$ cat src/rtl/tcmf_pkg.sv
// tcmf_pkg: shared widths, register indexes, reset values and types
// for the two-channel median filter; depends on nothing
`timescale 1ns / 1ps

package tcmf_pkg;

  localparam int TEMP_W     = 16;
  localparam int MOIS_W     = 16;
  localparam int WINDOW_DEF = 5;

  localparam int CFG_IDX_W  = 2;
  localparam int CFG_DATA_W = 16;

  localparam logic [CFG_IDX_W-1:0] CFG_TEMP_MIN = 2'd0;
  localparam logic [CFG_IDX_W-1:0] CFG_TEMP_MAX = 2'd1;
  localparam logic [CFG_IDX_W-1:0] CFG_MOIS_MIN = 2'd2;
  localparam logic [CFG_IDX_W-1:0] CFG_MOIS_MAX = 2'd3;

  localparam logic signed [TEMP_W-1:0] TEMP_MIN_RST = -16'sd400;
  localparam logic signed [TEMP_W-1:0] TEMP_MAX_RST = 16'sd850;
  localparam logic [MOIS_W-1:0]        MOIS_MIN_RST = 16'd0;
  localparam logic [MOIS_W-1:0]        MOIS_MAX_RST = 16'd1000;

  typedef struct packed {
    logic clear;
    logic push;
  } sort_ctrl_t;

endpackage

$ cat src/rtl/tcmf_ram.sv
// tcmf_ram: generic one-write one-read RAM with registered read data
// no dependencies
`timescale 1ns / 1ps

module tcmf_ram #(
  parameter int WIDTH = 32,
  parameter int DEPTH = 5,
  parameter int AW    = (DEPTH > 1) ? $clog2(DEPTH) : 1
) (
  input  logic             clk,
  input  logic             we,
  input  logic [AW-1:0]    waddr,
  input  logic [WIDTH-1:0] wdata,
  input  logic [AW-1:0]    raddr,
  output logic [WIDTH-1:0] rdata
);

  logic [WIDTH-1:0] mem [DEPTH];

  always_ff @(posedge clk) begin
    if (we) begin
      mem[waddr] <= wdata;
    end
    rdata <= mem[raddr];
  end

endmodule

$ cat src/rtl/tcmf_sorter.sv
// tcmf_sorter: insertion sorter, one value per cycle, with median taps
// depends on tcmf_pkg for the control struct
`timescale 1ns / 1ps

module tcmf_sorter #(
  parameter int WIDTH     = 16,
  parameter int DEPTH     = 5,
  parameter bit IS_SIGNED = 1'b0
) (
  input  logic                clk,
  input  logic                rst_n,
  input  tcmf_pkg::sort_ctrl_t ctrl,
  input  logic [WIDTH-1:0]    din,
  output logic [WIDTH-1:0]    med
);

  localparam int MID = DEPTH / 2;

  logic [WIDTH-1:0] val_r   [DEPTH];
  logic [WIDTH-1:0] val_nxt [DEPTH];
  logic [DEPTH-1:0] vld_r;
  logic [DEPTH-1:0] vld_nxt;
  logic [DEPTH-1:0] gt;

  always_comb begin
    for (int k = 0; k < DEPTH; k++) begin
      if (IS_SIGNED) begin
        gt[k] = !vld_r[k] || ($signed(val_r[k]) > $signed(din));
      end else begin
        gt[k] = !vld_r[k] || (val_r[k] > din);
      end
    end
    for (int k = 0; k < DEPTH; k++) begin
      if (!gt[k]) begin
        val_nxt[k] = val_r[k];
      end else if (k == 0) begin
        val_nxt[k] = din;
      end else if (!gt[(k > 0) ? k-1 : 0]) begin
        val_nxt[k] = din;
      end else begin
        val_nxt[k] = val_r[(k > 0) ? k-1 : 0];
      end
      vld_nxt[k] = vld_r[k] || (k == 0) || ((k > 0) && vld_r[(k > 0) ? k-1 : 0]);
    end
  end

  always_ff @(posedge clk) begin
    if (!rst_n) begin
      vld_r <= '0;
    end else if (ctrl.clear) begin
      vld_r <= '0;
    end else if (ctrl.push) begin
      vld_r <= vld_nxt;
    end
  end

  always_ff @(posedge clk) begin
    if (ctrl.push) begin
      for (int k = 0; k < DEPTH; k++) begin
        val_r[k] <= val_nxt[k];
      end
    end
  end

  generate
    if ((DEPTH % 2) == 0) begin : g_even
      logic [WIDTH:0] sum;
      always_comb begin
        if (IS_SIGNED) begin
          sum = {val_r[MID-1][WIDTH-1], val_r[MID-1]} + {val_r[MID][WIDTH-1], val_r[MID]};
        end else begin
          sum = {1'b0, val_r[MID-1]} + {1'b0, val_r[MID]};
        end
      end
      assign med = sum[WIDTH:1];
    end else begin : g_odd
      assign med = val_r[MID];
    end
  endgenerate

endmodule

$ cat src/rtl/two_channel_median_filter_with_check.sv
// Two-channel sliding-window median filter with a range check on each raw pair.
// The window for both channels sits in one RAM; each item is written at a shared
// write position, then, once the window has filled, the RAM is read back one
// entry a cycle through its single read port into a pair of insertion sorters
// whose middle taps give the median (floor of the mean of the two middle values
// for an even window). The first WINDOW items pass through raw; after that each
// item goes through the states S_READ, S_MED and S_PUSH, its pace set by the
// one-entry-per-cycle readback (the default window is 5). in_stall is high while
// an item is in work; a finished result waits in the output register, so the
// next item is taken while the previous result is still held. sample_valid is
// high when both raw values lie within their configured ranges and the pair is
// not both zero. cfg_ready is always high; write configuration only while idle.
// Depends on tcmf_pkg, tcmf_ram and tcmf_sorter.
`timescale 1ns / 1ps

module two_channel_median_filter_with_check #(
  parameter int WINDOW = tcmf_pkg::WINDOW_DEF
) (
  input  logic                               clk,
  input  logic                               rst_n,
  input  logic                               in_valid,
  output logic                               in_stall,
  input  logic signed [tcmf_pkg::TEMP_W-1:0] in_temp_raw,
  input  logic [tcmf_pkg::MOIS_W-1:0]        in_mois_raw,
  output logic                               out_valid,
  input  logic                               out_stall,
  output logic signed [tcmf_pkg::TEMP_W-1:0] out_temp_filtered,
  output logic [tcmf_pkg::MOIS_W-1:0]        out_mois_filtered,
  output logic                               out_sample_valid,
  input  logic                               cfg_valid,
  output logic                               cfg_ready,
  input  logic [tcmf_pkg::CFG_IDX_W-1:0]     cfg_index,
  input  logic [tcmf_pkg::CFG_DATA_W-1:0]    cfg_data
);

  localparam int TW = tcmf_pkg::TEMP_W;
  localparam int MW = tcmf_pkg::MOIS_W;
  localparam int AW = (WINDOW > 1) ? $clog2(WINDOW) : 1;
  localparam int CW = $clog2(WINDOW + 1);
  localparam logic [CW-1:0] WIN_C  = CW'(WINDOW);
  localparam logic [CW-1:0] LAST_C = CW'(WINDOW - 1);

  localparam logic [1:0] S_IDLE = 2'd0;
  localparam logic [1:0] S_READ = 2'd1;
  localparam logic [1:0] S_MED  = 2'd2;
  localparam logic [1:0] S_PUSH = 2'd3;

  logic [1:0]             state_r, state_nxt;
  logic [AW-1:0]          wpos_r, wpos_nxt;
  logic [CW-1:0]          fill_r, fill_nxt;
  logic [CW-1:0]          rd_cnt_r, rd_cnt_nxt;
  logic                   rd_vld_r;
  logic signed [TW-1:0]   temp_min_r, temp_max_r;
  logic [MW-1:0]          mois_min_r, mois_max_r;
  logic [TW-1:0]          res_temp_r;
  logic [MW-1:0]          res_mois_r;
  logic                   res_valid_r;
  logic                   out_valid_r;
  logic signed [TW-1:0]   out_temp_r;
  logic [MW-1:0]          out_mois_r;
  logic                   out_flag_r;

  logic                   in_xfer;
  logic                   out_free;
  logic                   range_ok;
  logic [TW+MW-1:0]       rd_data;
  logic [TW-1:0]          temp_med;
  logic [MW-1:0]          mois_med;
  tcmf_pkg::sort_ctrl_t   sort_ctrl;

  assign in_stall  = (state_r != S_IDLE);
  assign in_xfer   = in_valid && !in_stall;
  assign out_free  = !out_valid_r || !out_stall;
  assign cfg_ready = 1'b1;

  assign out_valid         = out_valid_r;
  assign out_temp_filtered = out_temp_r;
  assign out_mois_filtered = out_mois_r;
  assign out_sample_valid  = out_flag_r;

  assign range_ok = (in_temp_raw >= temp_min_r) && (in_temp_raw <= temp_max_r) &&
                    (in_mois_raw >= mois_min_r) && (in_mois_raw <= mois_max_r) &&
                    !((in_temp_raw == '0) && (in_mois_raw == '0));

  assign sort_ctrl.clear = in_xfer && (fill_r == WIN_C);
  assign sort_ctrl.push  = rd_vld_r;

  tcmf_ram #(
    .WIDTH (TW + MW),
    .DEPTH (WINDOW),
    .AW    (AW)
  ) u_win_ram (
    .clk   (clk),
    .we    (in_xfer),
    .waddr (wpos_r),
    .wdata ({in_temp_raw, in_mois_raw}),
    .raddr (rd_cnt_r[AW-1:0]),
    .rdata (rd_data)
  );

  tcmf_sorter #(
    .WIDTH     (TW),
    .DEPTH     (WINDOW),
    .IS_SIGNED (1'b1)
  ) u_temp_sort (
    .clk   (clk),
    .rst_n (rst_n),
    .ctrl  (sort_ctrl),
    .din   (rd_data[TW+MW-1:MW]),
    .med   (temp_med)
  );

  tcmf_sorter #(
    .WIDTH     (MW),
    .DEPTH     (WINDOW),
    .IS_SIGNED (1'b0)
  ) u_mois_sort (
    .clk   (clk),
    .rst_n (rst_n),
    .ctrl  (sort_ctrl),
    .din   (rd_data[MW-1:0]),
    .med   (mois_med)
  );

  always_comb begin
    state_nxt  = state_r;
    wpos_nxt   = wpos_r;
    fill_nxt   = fill_r;
    rd_cnt_nxt = rd_cnt_r;
    case (state_r)
      S_IDLE: begin
        if (in_xfer) begin
          wpos_nxt = (wpos_r == LAST_C[AW-1:0]) ? '0 : wpos_r + 1'b1;
          rd_cnt_nxt = '0;
          if (fill_r != WIN_C) begin
            fill_nxt  = fill_r + 1'b1;
            state_nxt = S_PUSH;
          end else begin
            state_nxt = S_READ;
          end
        end
      end
      S_READ: begin
        if (rd_cnt_r != WIN_C) begin
          rd_cnt_nxt = rd_cnt_r + 1'b1;
        end else begin
          state_nxt = S_MED;
        end
      end
      S_MED: begin
        state_nxt = S_PUSH;
      end
      S_PUSH: begin
        if (out_free) begin
          state_nxt = S_IDLE;
        end
      end
      default: begin
        state_nxt = S_IDLE;
      end
    endcase
  end

  always_ff @(posedge clk) begin
    if (!rst_n) begin
      state_r     <= S_IDLE;
      wpos_r      <= '0;
      fill_r      <= '0;
      rd_cnt_r    <= '0;
      rd_vld_r    <= 1'b0;
      out_valid_r <= 1'b0;
      temp_min_r  <= tcmf_pkg::TEMP_MIN_RST;
      temp_max_r  <= tcmf_pkg::TEMP_MAX_RST;
      mois_min_r  <= tcmf_pkg::MOIS_MIN_RST;
      mois_max_r  <= tcmf_pkg::MOIS_MAX_RST;
    end else begin
      state_r  <= state_nxt;
      wpos_r   <= wpos_nxt;
      fill_r   <= fill_nxt;
      rd_cnt_r <= rd_cnt_nxt;
      rd_vld_r <= (state_r == S_READ) && (rd_cnt_r != WIN_C);
      if ((state_r == S_PUSH) && out_free) begin
        out_valid_r <= 1'b1;
      end else if (!out_stall) begin
        out_valid_r <= 1'b0;
      end
      if (cfg_valid && cfg_ready) begin
        case (cfg_index)
          tcmf_pkg::CFG_TEMP_MIN: temp_min_r <= cfg_data;
          tcmf_pkg::CFG_TEMP_MAX: temp_max_r <= cfg_data;
          tcmf_pkg::CFG_MOIS_MIN: mois_min_r <= cfg_data;
          tcmf_pkg::CFG_MOIS_MAX: mois_max_r <= cfg_data;
          default: begin
          end
        endcase
      end
    end
  end

  // result holding and output register
  always_ff @(posedge clk) begin
    if (in_xfer) begin
      res_temp_r  <= in_temp_raw;
      res_mois_r  <= in_mois_raw;
      res_valid_r <= range_ok;
    end else if (state_r == S_MED) begin
      res_temp_r <= temp_med;
      res_mois_r <= mois_med;
    end
    if ((state_r == S_PUSH) && out_free) begin
      out_temp_r <= res_temp_r;
      out_mois_r <= res_mois_r;
      out_flag_r <= res_valid_r;
    end
  end

endmodule
$ cat config.mk
export PLATFORM = sky130hd
export DESIGN_NAME = two_channel_median_filter_with_check
export DESIGN_NICKNAME = d
export VERILOG_FILES = /design/src/rtl/tcmf_pkg.sv /design/src/rtl/tcmf_ram.sv /design/src/rtl/tcmf_sorter.sv /design/src/rtl/two_channel_median_filter_with_check.sv
export SDC_FILE = /design/constraint.sdc
export NUM_CORES = 1
export LEC_CHECK = 0
export BUFFER_PORTS_ARGS = -buffer_cell sky130_fd_sc_hd__buf_2
export CAP_MARGIN = 20
export CORE_ASPECT_RATIO = 0.7
export CORE_MARGIN = 2
export CORE_UTILIZATION = 50
export CTS_BUF_LIST = sky130_fd_sc_hd__clkbuf_8 sky130_fd_sc_hd__clkbuf_16
export CTS_CLUSTER_SIZE = 28
export DETAILED_ROUTE_END_ITERATION = 6
export MAX_ROUTING_LAYER = met4
export PLACE_DENSITY = 0.63
export RECOVER_POWER = 25
export SLEW_MARGIN = 10
export SYNTH_ARGS = -nofsm -noshare
export SYNTH_HDL_FRONTEND = slang
export SYNTH_SLANG_ARGS = --single-unit
export TNS_END_PERCENT = 1
$ cat constraint.sdc
create_clock -name clk -period 6.6 [get_ports clk]
set_input_delay 0.99 -clock clk [delete_from_list [all_inputs] [get_ports clk]]
set_output_delay 0.99 -clock clk [all_outputs]
set_load 0.05 [all_outputs]
Word-level counts from Yosys, hierarchy flattened
Memory sizes are Yosys's and may differ from the RTL's. A register that Yosys moved wholly into a read port is not among the register bits.
Index checks and enable logic that the tools add are counted.
Widths: inputs -> output; s select.
{"block": "word_totals", "input_bits": 55, "latchBits": 0, "reg_bits": 153, "out_inout_bits": 36, "n_memories": 3, "ram_bits": 320, "rom_bits": 0}
{"block": "op_classes", "addsub": 3, "n_mul": 0, "eq_ne": 15, "n_mux": 37, "shift": 0, "bitwise_logic": 1, "n_div": 0, "reduce_logical": 58, "n_lt_le_gt_ge": 14}
{"memory": "u_win_ram.mem", "depth": 5, "width": 32, "rd": 1, "rd_clocked_by_memory_dff": 1, "write_ports": 1, "line_no": "tcmf_ram.sv:18", "rtl": "logic [WIDTH-1:0] mem [DEPTH];"}
{"memory": "u_mois_sort.val_r", "depth": 5, "width": 16, "rd": 5, "rd_clocked_by_memory_dff": 0, "write_ports": 5, "line_no": "tcmf_sorter.sv:19", "rtl": "logic [WIDTH-1:0] val_r [DEPTH];"}
{"memory": "u_temp_sort.val_r", "depth": 5, "width": 16, "rd": 5, "rd_clocked_by_memory_dff": 0, "write_ports": 5, "line_no": "tcmf_sorter.sv:19"}
{"op": "$mux 16", "count": 22}
{"op": "$gt 16x16->1", "count": 10}
{"op": "$ge 16x16->1", "count": 2}
{"op": "$le 16x16->1", "count": 2}
{"op": "$logic_not 16->1", "count": 2}
{"op": "$logic_or 1x1->1", "count": 19}
{"op": "$logic_not 1->1", "count": 14}
{"op": "$reduce_and 2->1", "count": 5}
{"op": "$add 3x1->3 const B", "count": 3}
{"op": "$logic_and 1x1->1", "count": 9}
{"op": "$mux 3", "count": 3}
{"op": "$reduce_and 3->1", "count": 3}
{"op": "$eq 2x2->1 const B", "count": 4}
{"op": "$mux 2", "count": 4}
{"op": "$ne 2x2->1 const B", "count": 4}
{"op": "$pmux 2 s4", "count": 1}
{"op": "$eq 3x3->1 const B", "count": 2}
{"op": "$mux 1", "count": 6}
{"op": "$ne 3x3->1 const B", "count": 2}
{"op": "$pmux 3 s2", "count": 1}
{"op": "$reduce_bool 2->1", "count": 3}
{"op": "$eq 2x1->1 const B", "count": 2}
{"op": "$logic_not 2->1", "count": 2}
{"op": "$ne 2x1->1 const B", "count": 1}
{"op": "2 further kinds", "count": 2}

Depth between registers and ports, before layout
Gate-level depths: netlist of the first run.
{"block": "logic_depth", "ltp_word": 5, "mapped_depth": 11}

By module
A second synthesis of the first run with hierarchy kept.
{"block": "unflattened", "cells_unflattened": 1573, "hier_area_um2": 20549.7}
{"mod": "two_channel_median_filter_with_check", "instances": 1, "seq_area_each_um2": 3523.4, "area_each_um2": 7014.2, "cells_per_inst": 681}
{"mod": "tcmf_ram", "instances": 1, "seq_area_each_um2": 5445.2, "area_each_um2": 6910.4, "cells_per_inst": 381}
{"mod": "tcmf_sorter at u_mois_sort", "instances": 1, "seq_area_each_um2": 1501.4, "area_each_um2": 3314.4, "cells_per_inst": 257}
{"mod": "tcmf_sorter at u_temp_sort", "instances": 1, "seq_area_each_um2": 1501.4, "area_each_um2": 3310.7, "cells_per_inst": 254}

Worst setup path after synthesis of the first run
No wires, ideal clock.
{"block": "synth_path", "path_kind": "input to register", "from": "input in_valid", "to": "memory u_win_ram.mem[0][0] (enable)", "path_stages": 3, "required_ns": 6.098, "arrival_time_ns": 4.394, "slack_ns": 1.704, "path_buffers": 1, "cell_sequence": "nand2_1 clkbuf_1 nor4_1"}
{"block": "synth_via", "elab_chain_cells": 3}
{"element": "start: declaration", "line_no": "two_channel_median_filter_with_check.sv:21", "rtl": "input logic in_valid,"}
{"element": "$logic_and 1x1->1", "line_no": "two_channel_median_filter_with_check.sv:72", "rtl": "assign in_xfer = in_valid && !in_stall;"}
{"element": "$mux 1", "line_no": "tcmf_ram.sv:21", "rtl": "if (we) begin"}
{"element": "$mux 1 (not written as such)", "line_no": "tcmf_ram.sv:22", "rtl": "mem[waddr] <= wdata;"}
{"element": "end: declaration", "line_no": "tcmf_ram.sv:18"}
No other way between the ends.

==> reports/summary.txt, run 1 <==
Worst path cell trace = inv_1 > ha_1 > nand4_1 > or4_1 > a21oi_2 > nor2_1 > o2111ai_4 > and2_1
CTS tree = built
Share of the synthesized area in the top cell type = 47.1%
Antenna diode count = 0
Finished Layout Cells = 2259
Setup violations, final = 0
Largest family of logic cells by synthesized area = adder cells
Global placement routability congestion = 0.917
Synth Area in XOR/XNOR = 0.128%
Worst stage delay on the critical path = 850 ps
Worst EP required = 6780 ps
Total power = 8.33 mW
Hold crit path type = flop to flop
H-tree Lvls = 2
Post-cts hold buffer count = 0
Initial drt markers = 1288
Register bit total from synthesis = 436
Setup Fix Bufs, Post-CTS = 0
DRT antenna net count = 0
Fillcell total = 3275
Main synth FF type = edfxtp_1
Tmin final = 3820 ps
Commonest non-fill, non-tap cell in the layout = edfxtp_1
Fmax = 261 MHz
Crit start category = flop
Post-synth EDFFs = 322
Crit path buf inv count = 1
Synth Area in Simple Gates = 8.55%
Share of cells above drive strength 1 = 17.6%
Clk_lat worst skew = 560 ps
Wire length on met1 = 26000 microns
Cell Rows = 62
Pin count of the biggest net entering global routing = 60
Avg WL per Cell = 22.3 microns
First-pass GRT wire length = 76500 microns
Die Height = 173 microns
Synth Area in Adders = 10.4%
Vias per cell = 5.83
DP Cell Count = 2180
Ys Warns = 0
Reg area = 0.0120 sq mm
Post-synthesis sequential area ratio = 58.3%
Top layer in use = met4
TritonCTS Buffers = 43
Synth top area cells = edfxtp_1, dfxtp_1, ha_1
Crit share post-route = 58.0%
Syn nets = 1820
P per Cell Area = 362 mW/mm^2
Number of max-cap violations = 0
Worst slack, placed = 2510 ps
Slew Limit Fails = 0
Unrepaired setup endpoints after global routing = false
Fin Setup TNS = 0 ps
Initial antenna violation count = 1
Grt ovf = 0
First-pass DRT Iterations = 6
Slowest cell on the critical path = and2_1
Synth Cell Area = 0.0205 sq mm
Crit Path Category = flop to flop
Synthesis-to-layout area growth = 12.3%
Slew margin rel. = 24.9%
Post-Route WL = 50400 microns
CP top delay family = simple AND/OR/NAND/NOR gates
Post-Synthesis Cells = 1594
Starting Density = 50.4%
Post-CTS Resized = 0
Die width = 246 microns
Via count = 13178
Hpwl dp = 33700 microns
Clk buf depth = 3
Met2 WL = 19800 microns
DRC Markers = 0
Clk sinks = 436
Leakage power = 8.56 nW
Synth Area in Compound Gates = 9.71%
Mean Syn Cell Area = 12.9 sq um
Slew @ Worst Pin = 1130 ps
Final net count = 1908
Post-synthesis mux area share = 8.91%
Met3 WL post-DR = 3880 microns
Yosys top cell by area = edfxtp_1
Most frequent cells in the layout = edfxtp_1, ha_1, inv_1
Root Driver = clkbuf_16
Top Ports = 91
Async SR Flop Fraction = 0%
VDD IR max = 0.000206 V
Fin. Hold Viols = 0
Worst-path fanout max = 17
Multi-input logic area = 0.00781 sq mm
Skew final = 14.5 ps
Status = completed
GRT Util Overall = 24.5%
Count of cell types in the netlist = 63
Core area = 0.0407 sq mm
Port-buffer cells = 89
CP Data Arrival Time = 4000 ps
Die footprint = 0.0427 sq mm
Clk slew on worst S/H paths = 60 ps
Vias in the first global route = 12630
CP Capture Type = flop
Setup slack after layout = 2780 ps
-- state kept, by name, summed over array words and instances, names as in the netlist --
register / count
u_win_ram.mem: 160
u_mois_sort.val_r: 48
u_temp_sort.val_r: 48
u_win_ram.rdata: 32
mois_max_r: 16
mois_min_r: 16
out_mois_filtered: 16
out_temp_filtered: 16
res_mois_r: 16
res_temp_r: 16
temp_max_r: 16
temp_min_r: 16
fill_r: 3
rd_cnt_r: 3
u_temp_sort.vld_r: 3
wpos_r: 3
state_r: 2
u_mois_sort.vld_r: 2
out_sample_valid: 1
out_valid: 1
rd_vld_r: 1
res_valid_r: 1
-- synth_stat cells (all sizes together) (32+ instances only) --
cell type  instances
clkbuf            57
nand2            141
dfxtp            114
a21boi            50
o211ai            33
nand4             63
inv              144
edfxtp           322
nor2              62
a21oi             57
mux4              32
o311ai            33
mux2              94
ha               171
-- power by group --
group | switching, mW | internal [mW]
clock | 1.05 | 1.48
combinational | 1.29 | 0.759
sequential | 0.248 | 3.51
-- worst register-to-register path, delay by kind of cell (launching register included) --
family,cells,cell delay (ps)
and+or+nand+nor,4,1700
DFF,1,370
adders and majority gates,1,380
AOI/OAI and AO/OA,2,900
buffers and inverters,1,100
-- through the flow --
step	utilization, %	area [sq um]	hold slack (ps)
6_report	56.5	23000	418
4_1_cts	56.6	23000	420
2_1_floorplan	-	20500	400
5_1_grt	56.5	23000	421
3_5_place_dp	53.0	21600	405
3_3_place_gp	53.0	21600	400
-- per-layer routing --
layer  track usage [%]  vias to the layer above
met3              4.18                       58
met5                 -                        -
met2              31.6                      465
met1              39.7                     6483
li1                  -                     6172
met4              5.23                        0
-- logic make-up (layout without fill, tap and decap cells) --
family | after synthesis | in the layout
AND/OR/NAND/NOR | 359 | 359
multiplexers | 127 | 127
XOR/XNOR | 3 | 3
adder cells (fa/ha/maj) | 171 | 171
AO/OA/AOI/OAI | 285 | 285
flip-flops | 436 | 436
other | 1 | 1
buffers and inverters | 212 | 333
-- cell type report --
type / count / share of cell area (%)
Sequential cell: 436 / 51.9
Tap cell: 544 / 2.96
Clock inverter: 29 / 1.16
Multi-Input combinational cell: 946 / 33.9
Timing Repair Buffer: 111 / 2.61
Clock buffer: 49 / 5.13
Inverter: 144 / 2.35
-- path summary, 6_finish.rpt --
kind	cells past startpoint	to	slack (ps)	start
setup / recovery	8	u_temp_sort.val_r[1][6]	2780	u_win_ram.rdata[31]
hold / removal	0	out_temp_filtered[6]	420	res_temp_r[6]
setup reg to reg	8	u_temp_sort.val_r[1][6]	2780	u_win_ram.rdata[31]
hold reg to reg	0	out_temp_filtered[6]	420	res_temp_r[6]
Note: power is estimated with default switching activity, not from simulation.
==> run 2: changes to the inputs <==
--- a/config.mk
+++ b/config.mk
@@ -5,6 +5,7 @@
 export SDC_FILE = /design/constraint.sdc
 export NUM_CORES = 1
 export LEC_CHECK = 0
+export ABC_AREA = 1
 export BUFFER_PORTS_ARGS = -buffer_cell sky130_fd_sc_hd__buf_2
 export CAP_MARGIN = 20
 export CORE_ASPECT_RATIO = 0.7
==> constraint.sdc (replaced) <==
create_clock -name clk -period 3.7 [get_ports clk]
set_input_delay 0.555 -clock clk [delete_from_list [all_inputs] [get_ports clk]]
set_output_delay 0.555 -clock clk [all_outputs]
set_load 0.05 [all_outputs]
==> reports/summary.txt, run 2 <==
CP top delay family = simple AND/OR/NAND/NOR gates
Met2 WL = 19700 microns
CP most frequent cell = nand2_1
Count of cell types in the netlist = 33
Register bit total from synthesis = 436
CP Data Arrival Time = 3010 ps
Multi-input logic area = 0.00714 sq mm
Post-cts hold buffer count = 0
Initial drt markers = 1370
P per Cell Area = 695 mW/mm^2
WHS = 295 ps
Share of the synthesized area in the top cell type = 48.3%
DRT antenna net count = 0
Vias in the first global route = 13574
Synth top area cells = edfxtp_1, dfxtp_1, ha_1
Final net count = 2280
R2r setup slk = 1000 ps
Main synth FF type = edfxtp_1
Clk_lat worst skew = 550 ps
Status = completed
R2R Path End = u_mois_sort.val_r[2][7]
Port-buffer cells = 89
Die footprint = 0.0417 sq mm
CTS tree = built
Cell Rows = 61
Fin. Hold Viols = 0
Top layer in use = met4
Tmin final = 2700 ps
Fin Setup TNS = 0 ps
Reg area = 0.0120 sq mm
VDD IR max = 0.000360 V
Yosys top cell by area = edfxtp_1
Met3 WL post-DR = 4440 microns
Hpwl dp = 33200 microns
Total power = 15.6 mW
Pin count of the biggest net entering global routing = 67
Post-CTS Resized = 0
Post-Synthesis Cells = 1962
Avg WL per Cell = 18.7 microns
Worst reg2reg startpoint = u_win_ram.rdata[3]
GRT Util Overall = 24.5%
Skew final = 23.8 ps
Via count = 14055
Critical path depth = 12
Number of max-cap violations = 0
Slew @ Worst Pin = 967 ps
Crit Path Category = flop to flop
Clk sinks = 436
Setup violations, final = 0
Worst path cell trace = inv_1 > ha_1 > a21oi_1 > o21ai_0 > nand2_1 > nand2_1 > nand2_1 > nand2_1 > nand2_2 > nand2_1 > nand2_1 > nand2_1
Syn nets = 2188
Cell with the most instances after synthesis = nand2_1
Clk buf depth = 3
Unrepaired setup endpoints after global routing = false
Crit path buf inv count = 1
Share of cells above drive strength 1 = 8.10%
Fmax = 371 MHz
TritonCTS Buffers = 43
Fillcell total = 3420
Top Ports = 91
Post-synthesis sequential area ratio = 59.7%
Root Driver = clkbuf_16
Post-synth EDFFs = 322
Ys Warns = 0
Grt ovf = 0
DRC Markers = 0
Worst EP required = 4010 ps
Slew Limit Fails = 0
Global placement routability congestion = 0.921
Hold crit path type = primary input to flop
Wire length on met1 = 23600 microns
Most common library cells after synthesis = nand2_1, edfxtp_1, nor2_1, ha_1, inv_1
Worst Setup SP = u_win_ram.rdata[3]
Core area = 0.0396 sq mm
Async SR Flop Fraction = 0%
Max FFs per register = 160
First-pass GRT wire length = 76300 microns
First-pass DRT Iterations = 5
Mean Syn Cell Area = 10.2 sq um
H-tree Lvls = 2
Setup crit end = u_mois_sort.val_r[2][7]
Vias per cell = 5.36
Initial antenna violation count = 3
CP Capture Type = flop
Setup Fix Bufs, Post-CTS = 0
Final core area utilization = 56.5%
Final Instance Area = 0.0224 sq mm
Worst-path fanout max = 18
R2R depth = 12
Die width = 243 microns
Slowest cell on the critical path = nand2_1
Die Height = 171 microns
Crit share post-route = 72.9%
Worst stage delay on the critical path = 520 ps
Post-DP Area = 0.0211 sq mm
Slew margin rel. = 35.5%
Post-Route WL = 49000 microns
Starting Density = 50.6%
Crit start category = flop
Leakage power = 9.37 nW
Most frequent cells in the layout = nand2_1, edfxtp_1, nor2_1
Register with the most flip-flops = u_win_ram.mem
Commonest non-fill, non-tap cell in the layout = nand2_1
Clk slew on worst S/H paths = 60 ps
Synthesis-to-layout area growth = 11.8%
Largest regs = u_win_ram.mem x160, u_mois_sort.val_r x48, u_temp_sort.val_r x48
Synth Cell Area = 0.0200 sq mm
run 2: per-stage QoR:
| stage | worst slack (ps) | instances |
|---|---|---|
| global placement | 1090 | 2542 |
| detailed placement | 1040 | 2542 |
| floorplan | 141 | 1962 |
| finish | 1000 | 2623 |
| CTS | 1020 | 2619 |
| global route | 796 | 2623 |
run 2: worst min-delay path by stage:
| stage | endpoint | depth (start not counted) | from | slack, ps |
|---|---|---|---|---|
| after global routing | temp_max_r[1] | 3 | cfg_data[1] | 320 |
| after CTS | temp_max_r[1] | 3 | cfg_data[1] | 270 |
| final | temp_max_r[1] | 3 | cfg_data[1] | 290 |
| after detailed placement | out_mois_filtered[0] | 0 | res_mois_r[0] | 410 |
| after floorplan | out_mois_filtered[0] | 0 | res_mois_r[0] | 400 |
| after global placement | out_mois_filtered[12] | 0 | res_mois_r[12] | 400 |
run 2: final cells by class:
cell class              count  share of cell area [%]
clock inverters            25                   0.497
diodes                      2                  0.0224
inverters                 171                    2.87
flip-flops and latches    436                    53.4
multi-input cells        1283                    31.9
well taps                 535                    2.99
repair buffers            119                    2.96
clock buffers              52                    5.36
run 2: worst register-to-register path, cell delays in order (launching register included):
cell	delay (ps)
dfxtp_1	370
inv_1	100
ha_1	320
a21oi_1	160
o21ai_0	120
nand2_1	70
nand2_1	70
nand2_1	60
nand2_1	60
nand2_2	320
nand2_1	530
nand2_1	190
nand2_1	70
run 2: where the power goes:
part           internal [mW]  leakage [nW]  switching (mW)
Sequential              6.40          3.89           0.460
Combinational           1.37          4.77            3.23
Clock                   2.29         0.701            1.81
Total                   10.1          9.37            5.50
run 2: per-layer routing:
layer | global-route usage [%] | vias to the layer above
met5 | - | -
met4 | 7.20 | 0
met3 | 5.49 | 77
met2 | 34.0 | 503
met1 | 35.8 | 6540
li1 | - | 6935
run 2: cells by family (layout without fill, tap and decap cells):
kind of cell             Yosys count  after routing  synth area share (%)
adder cells (fa/ha/maj)          171            171                  10.7
flip-flops                       436            436                  59.7
buffers and inverters            243            367                  4.80
AND/OR/NAND/NOR                  780            780                  15.9
AO/OA/AOI/OAI                    331            331                  8.96
other                              1              3                0.0187
==> run 3: changes to the inputs <==
==> constraint.sdc (replaced) <==
create_clock -name clk -period 2.8 [get_ports clk]
set_input_delay 0.42 -clock clk [delete_from_list [all_inputs] [get_ports clk]]
set_output_delay 0.42 -clock clk [all_outputs]
set_load 0.05 [all_outputs]
==> reports/summary.txt, run 3 (synthesized netlist as in run 2, its figures left out) <==
Synthesis-to-layout area growth = 12.5%
GRT Util Overall = 24.8%
Fmax = 404 MHz
Slew @ Worst Pin = 985 ps
Die width = 243 microns
Status = completed
Initial drt markers = 1372
CP Data Arrival Time = 2730 ps
Leakage power = 9.46 nW
Port-buffer cells = 89
Clk buf depth = 3
Unrepaired setup endpoints after global routing = false
Hold crit path type = primary input to flop
Slew margin rel. = 34.4%
Cell Rows = 61
Final core area utilization = 56.9%
TritonCTS Buffers = 44
Most frequent cells in the layout = nand2_1, edfxtp_1, nor2_1
CTS tree = built
Crit Path Category = flop to flop
Register with the most flip-flops = u_win_ram.mem
Clk_lat worst skew = 560 ps
Post-cts hold buffer count = 0
Post-CTS Resized = 0
Commonest non-fill, non-tap cell in the layout = nand2_1
Vias per cell = 5.40
Die Height = 171 microns
H-tree Lvls = 2
Final Instance Area = 0.0225 sq mm
Worst stage delay on the critical path = 380 ps
Avg WL per Cell = 19.0 microns
Slowest cell on the critical path = dfxtp_1
Slew Limit Fails = 0
Setup violations, final = 0
First-pass GRT wire length = 77100 microns
Post-Route WL = 50100 microns
Via count = 14266
Final net count = 2294
Top Ports = 91
DRC Markers = 0
First-pass DRT Iterations = 5
P per Cell Area = 929 mW/mm^2
Crit share post-route = 88.4%
Share of cells above drive strength 1 = 8.70%
Setup Fix Bufs, Post-CTS = 0
Max FFs per register = 160
Worst path cell trace = inv_1 > ha_1 > nand2_1 > nor2_1 > nor3b_2 > nand3_1 > nand4_1 > nand2_4 > a21oi_1 > buf_4
DP Cell Count = 2557
Core area = 0.0396 sq mm
Finished Layout Cells = 2640
Total power = 20.9 mW
VDD IR max = 0.000530 V
Fin. Hold Viols = 0
Clk slew on worst S/H paths = 70 ps
CP Capture Type = flop
Worst-path fanout max = 18
Crit start category = flop
Grt ovf = 0
Die footprint = 0.0417 sq mm
Largest regs = u_win_ram.mem x160, u_mois_sort.val_r x48, u_temp_sort.val_r x48
Initial antenna violation count = 1
Skew final = 21.6 ps
Clk sinks = 436
Starting Density = 50.6%
Vias in the first global route = 13310
Root Driver = clkbuf_16
Tmin final = 2480 ps
Pin count of the biggest net entering global routing = 40
Hpwl dp = 35000 microns
DRT antenna net count = 0
Worst EP required = 3050 ps
Post-DP Area = 0.0212 sq mm
Number of max-cap violations = 0
Fin Setup TNS = 0 ps
Global placement routability congestion = 0.926
[run 3: cell count changes in the layout (fill, tap and decap cells not counted), moves of 2 or more]
cell / previous run / this run
buf_4: 28 / 43
clkbuf_16: 43 / 45
bufinv_16: 0 / 3
clkinv_1: 5 / 7
clkbuf_8: 9 / 2
inv_1: 180 / 182
[run 3: final timing paths]
kind / depth (start not counted) / slack [ps] / startpoint / end
min reg2reg: 0 / 410 / res_temp_r[3] / out_temp_filtered[3]
max reg2reg: 10 / 320 / u_win_ram.rdata[15] / u_mois_sort.val_r[0][11]
min: 3 / 130 / cfg_data[1] / temp_max_r[1]
max: 10 / 320 / u_win_ram.rdata[15] / u_mois_sort.val_r[0][11]
[run 3: per-layer routing]
metal	part of all wire, %	track usage (%)	vias to the layer above
met1	49	37.0	6741
met3	7.3	3.99	69
li1	-	-	6972
met5	0	-	-
met2	41	35.0	484
met4	2.3	6.67	0
[run 3: where the power goes]
group	leakage [nW]	internal (mW)	switching [mW]
clock	0.740	3.25	2.48
combinational	4.82	1.84	4.27
sequential	3.89	8.45	0.648
total	9.46	13.5	7.40
[run 3: per-stage QoR]
stage | hold WS (ps) | worst slack, ps
final | 126 | 325
after floorplan | 400 | -33.9
after detailed placement | 405 | 307
after global routing | 128 | 86.2
after CTS | 106 | 309
after global placement | 400 | 421
[run 3: cell type report]
| class | instances | area, sq um |
|---|---|---|
| Multi-Input combinational cell | 1283 | 7150 |
| Sequential cell | 436 | 12000 |
| Antenna cell | 1 | 2.50 |
| Tap cell | 535 | 669 |
| Fill cell | 3451 | 17100 |
| Inverter | 171 | 642 |
| Clock inverter | 35 | 238 |
| Timing Repair Buffer | 132 | 728 |
| Clock buffer | 47 | 1150 |
[run 3: critical path: cells and delay by family, from the launching register on]
family                     cells  cell delay (ps)
adders and majority gates      1              310
AOI/OAI and AO/OA              1              240
DFF                            1              380
buffers and inverters          2              350
and+or+nand+nor                6              900
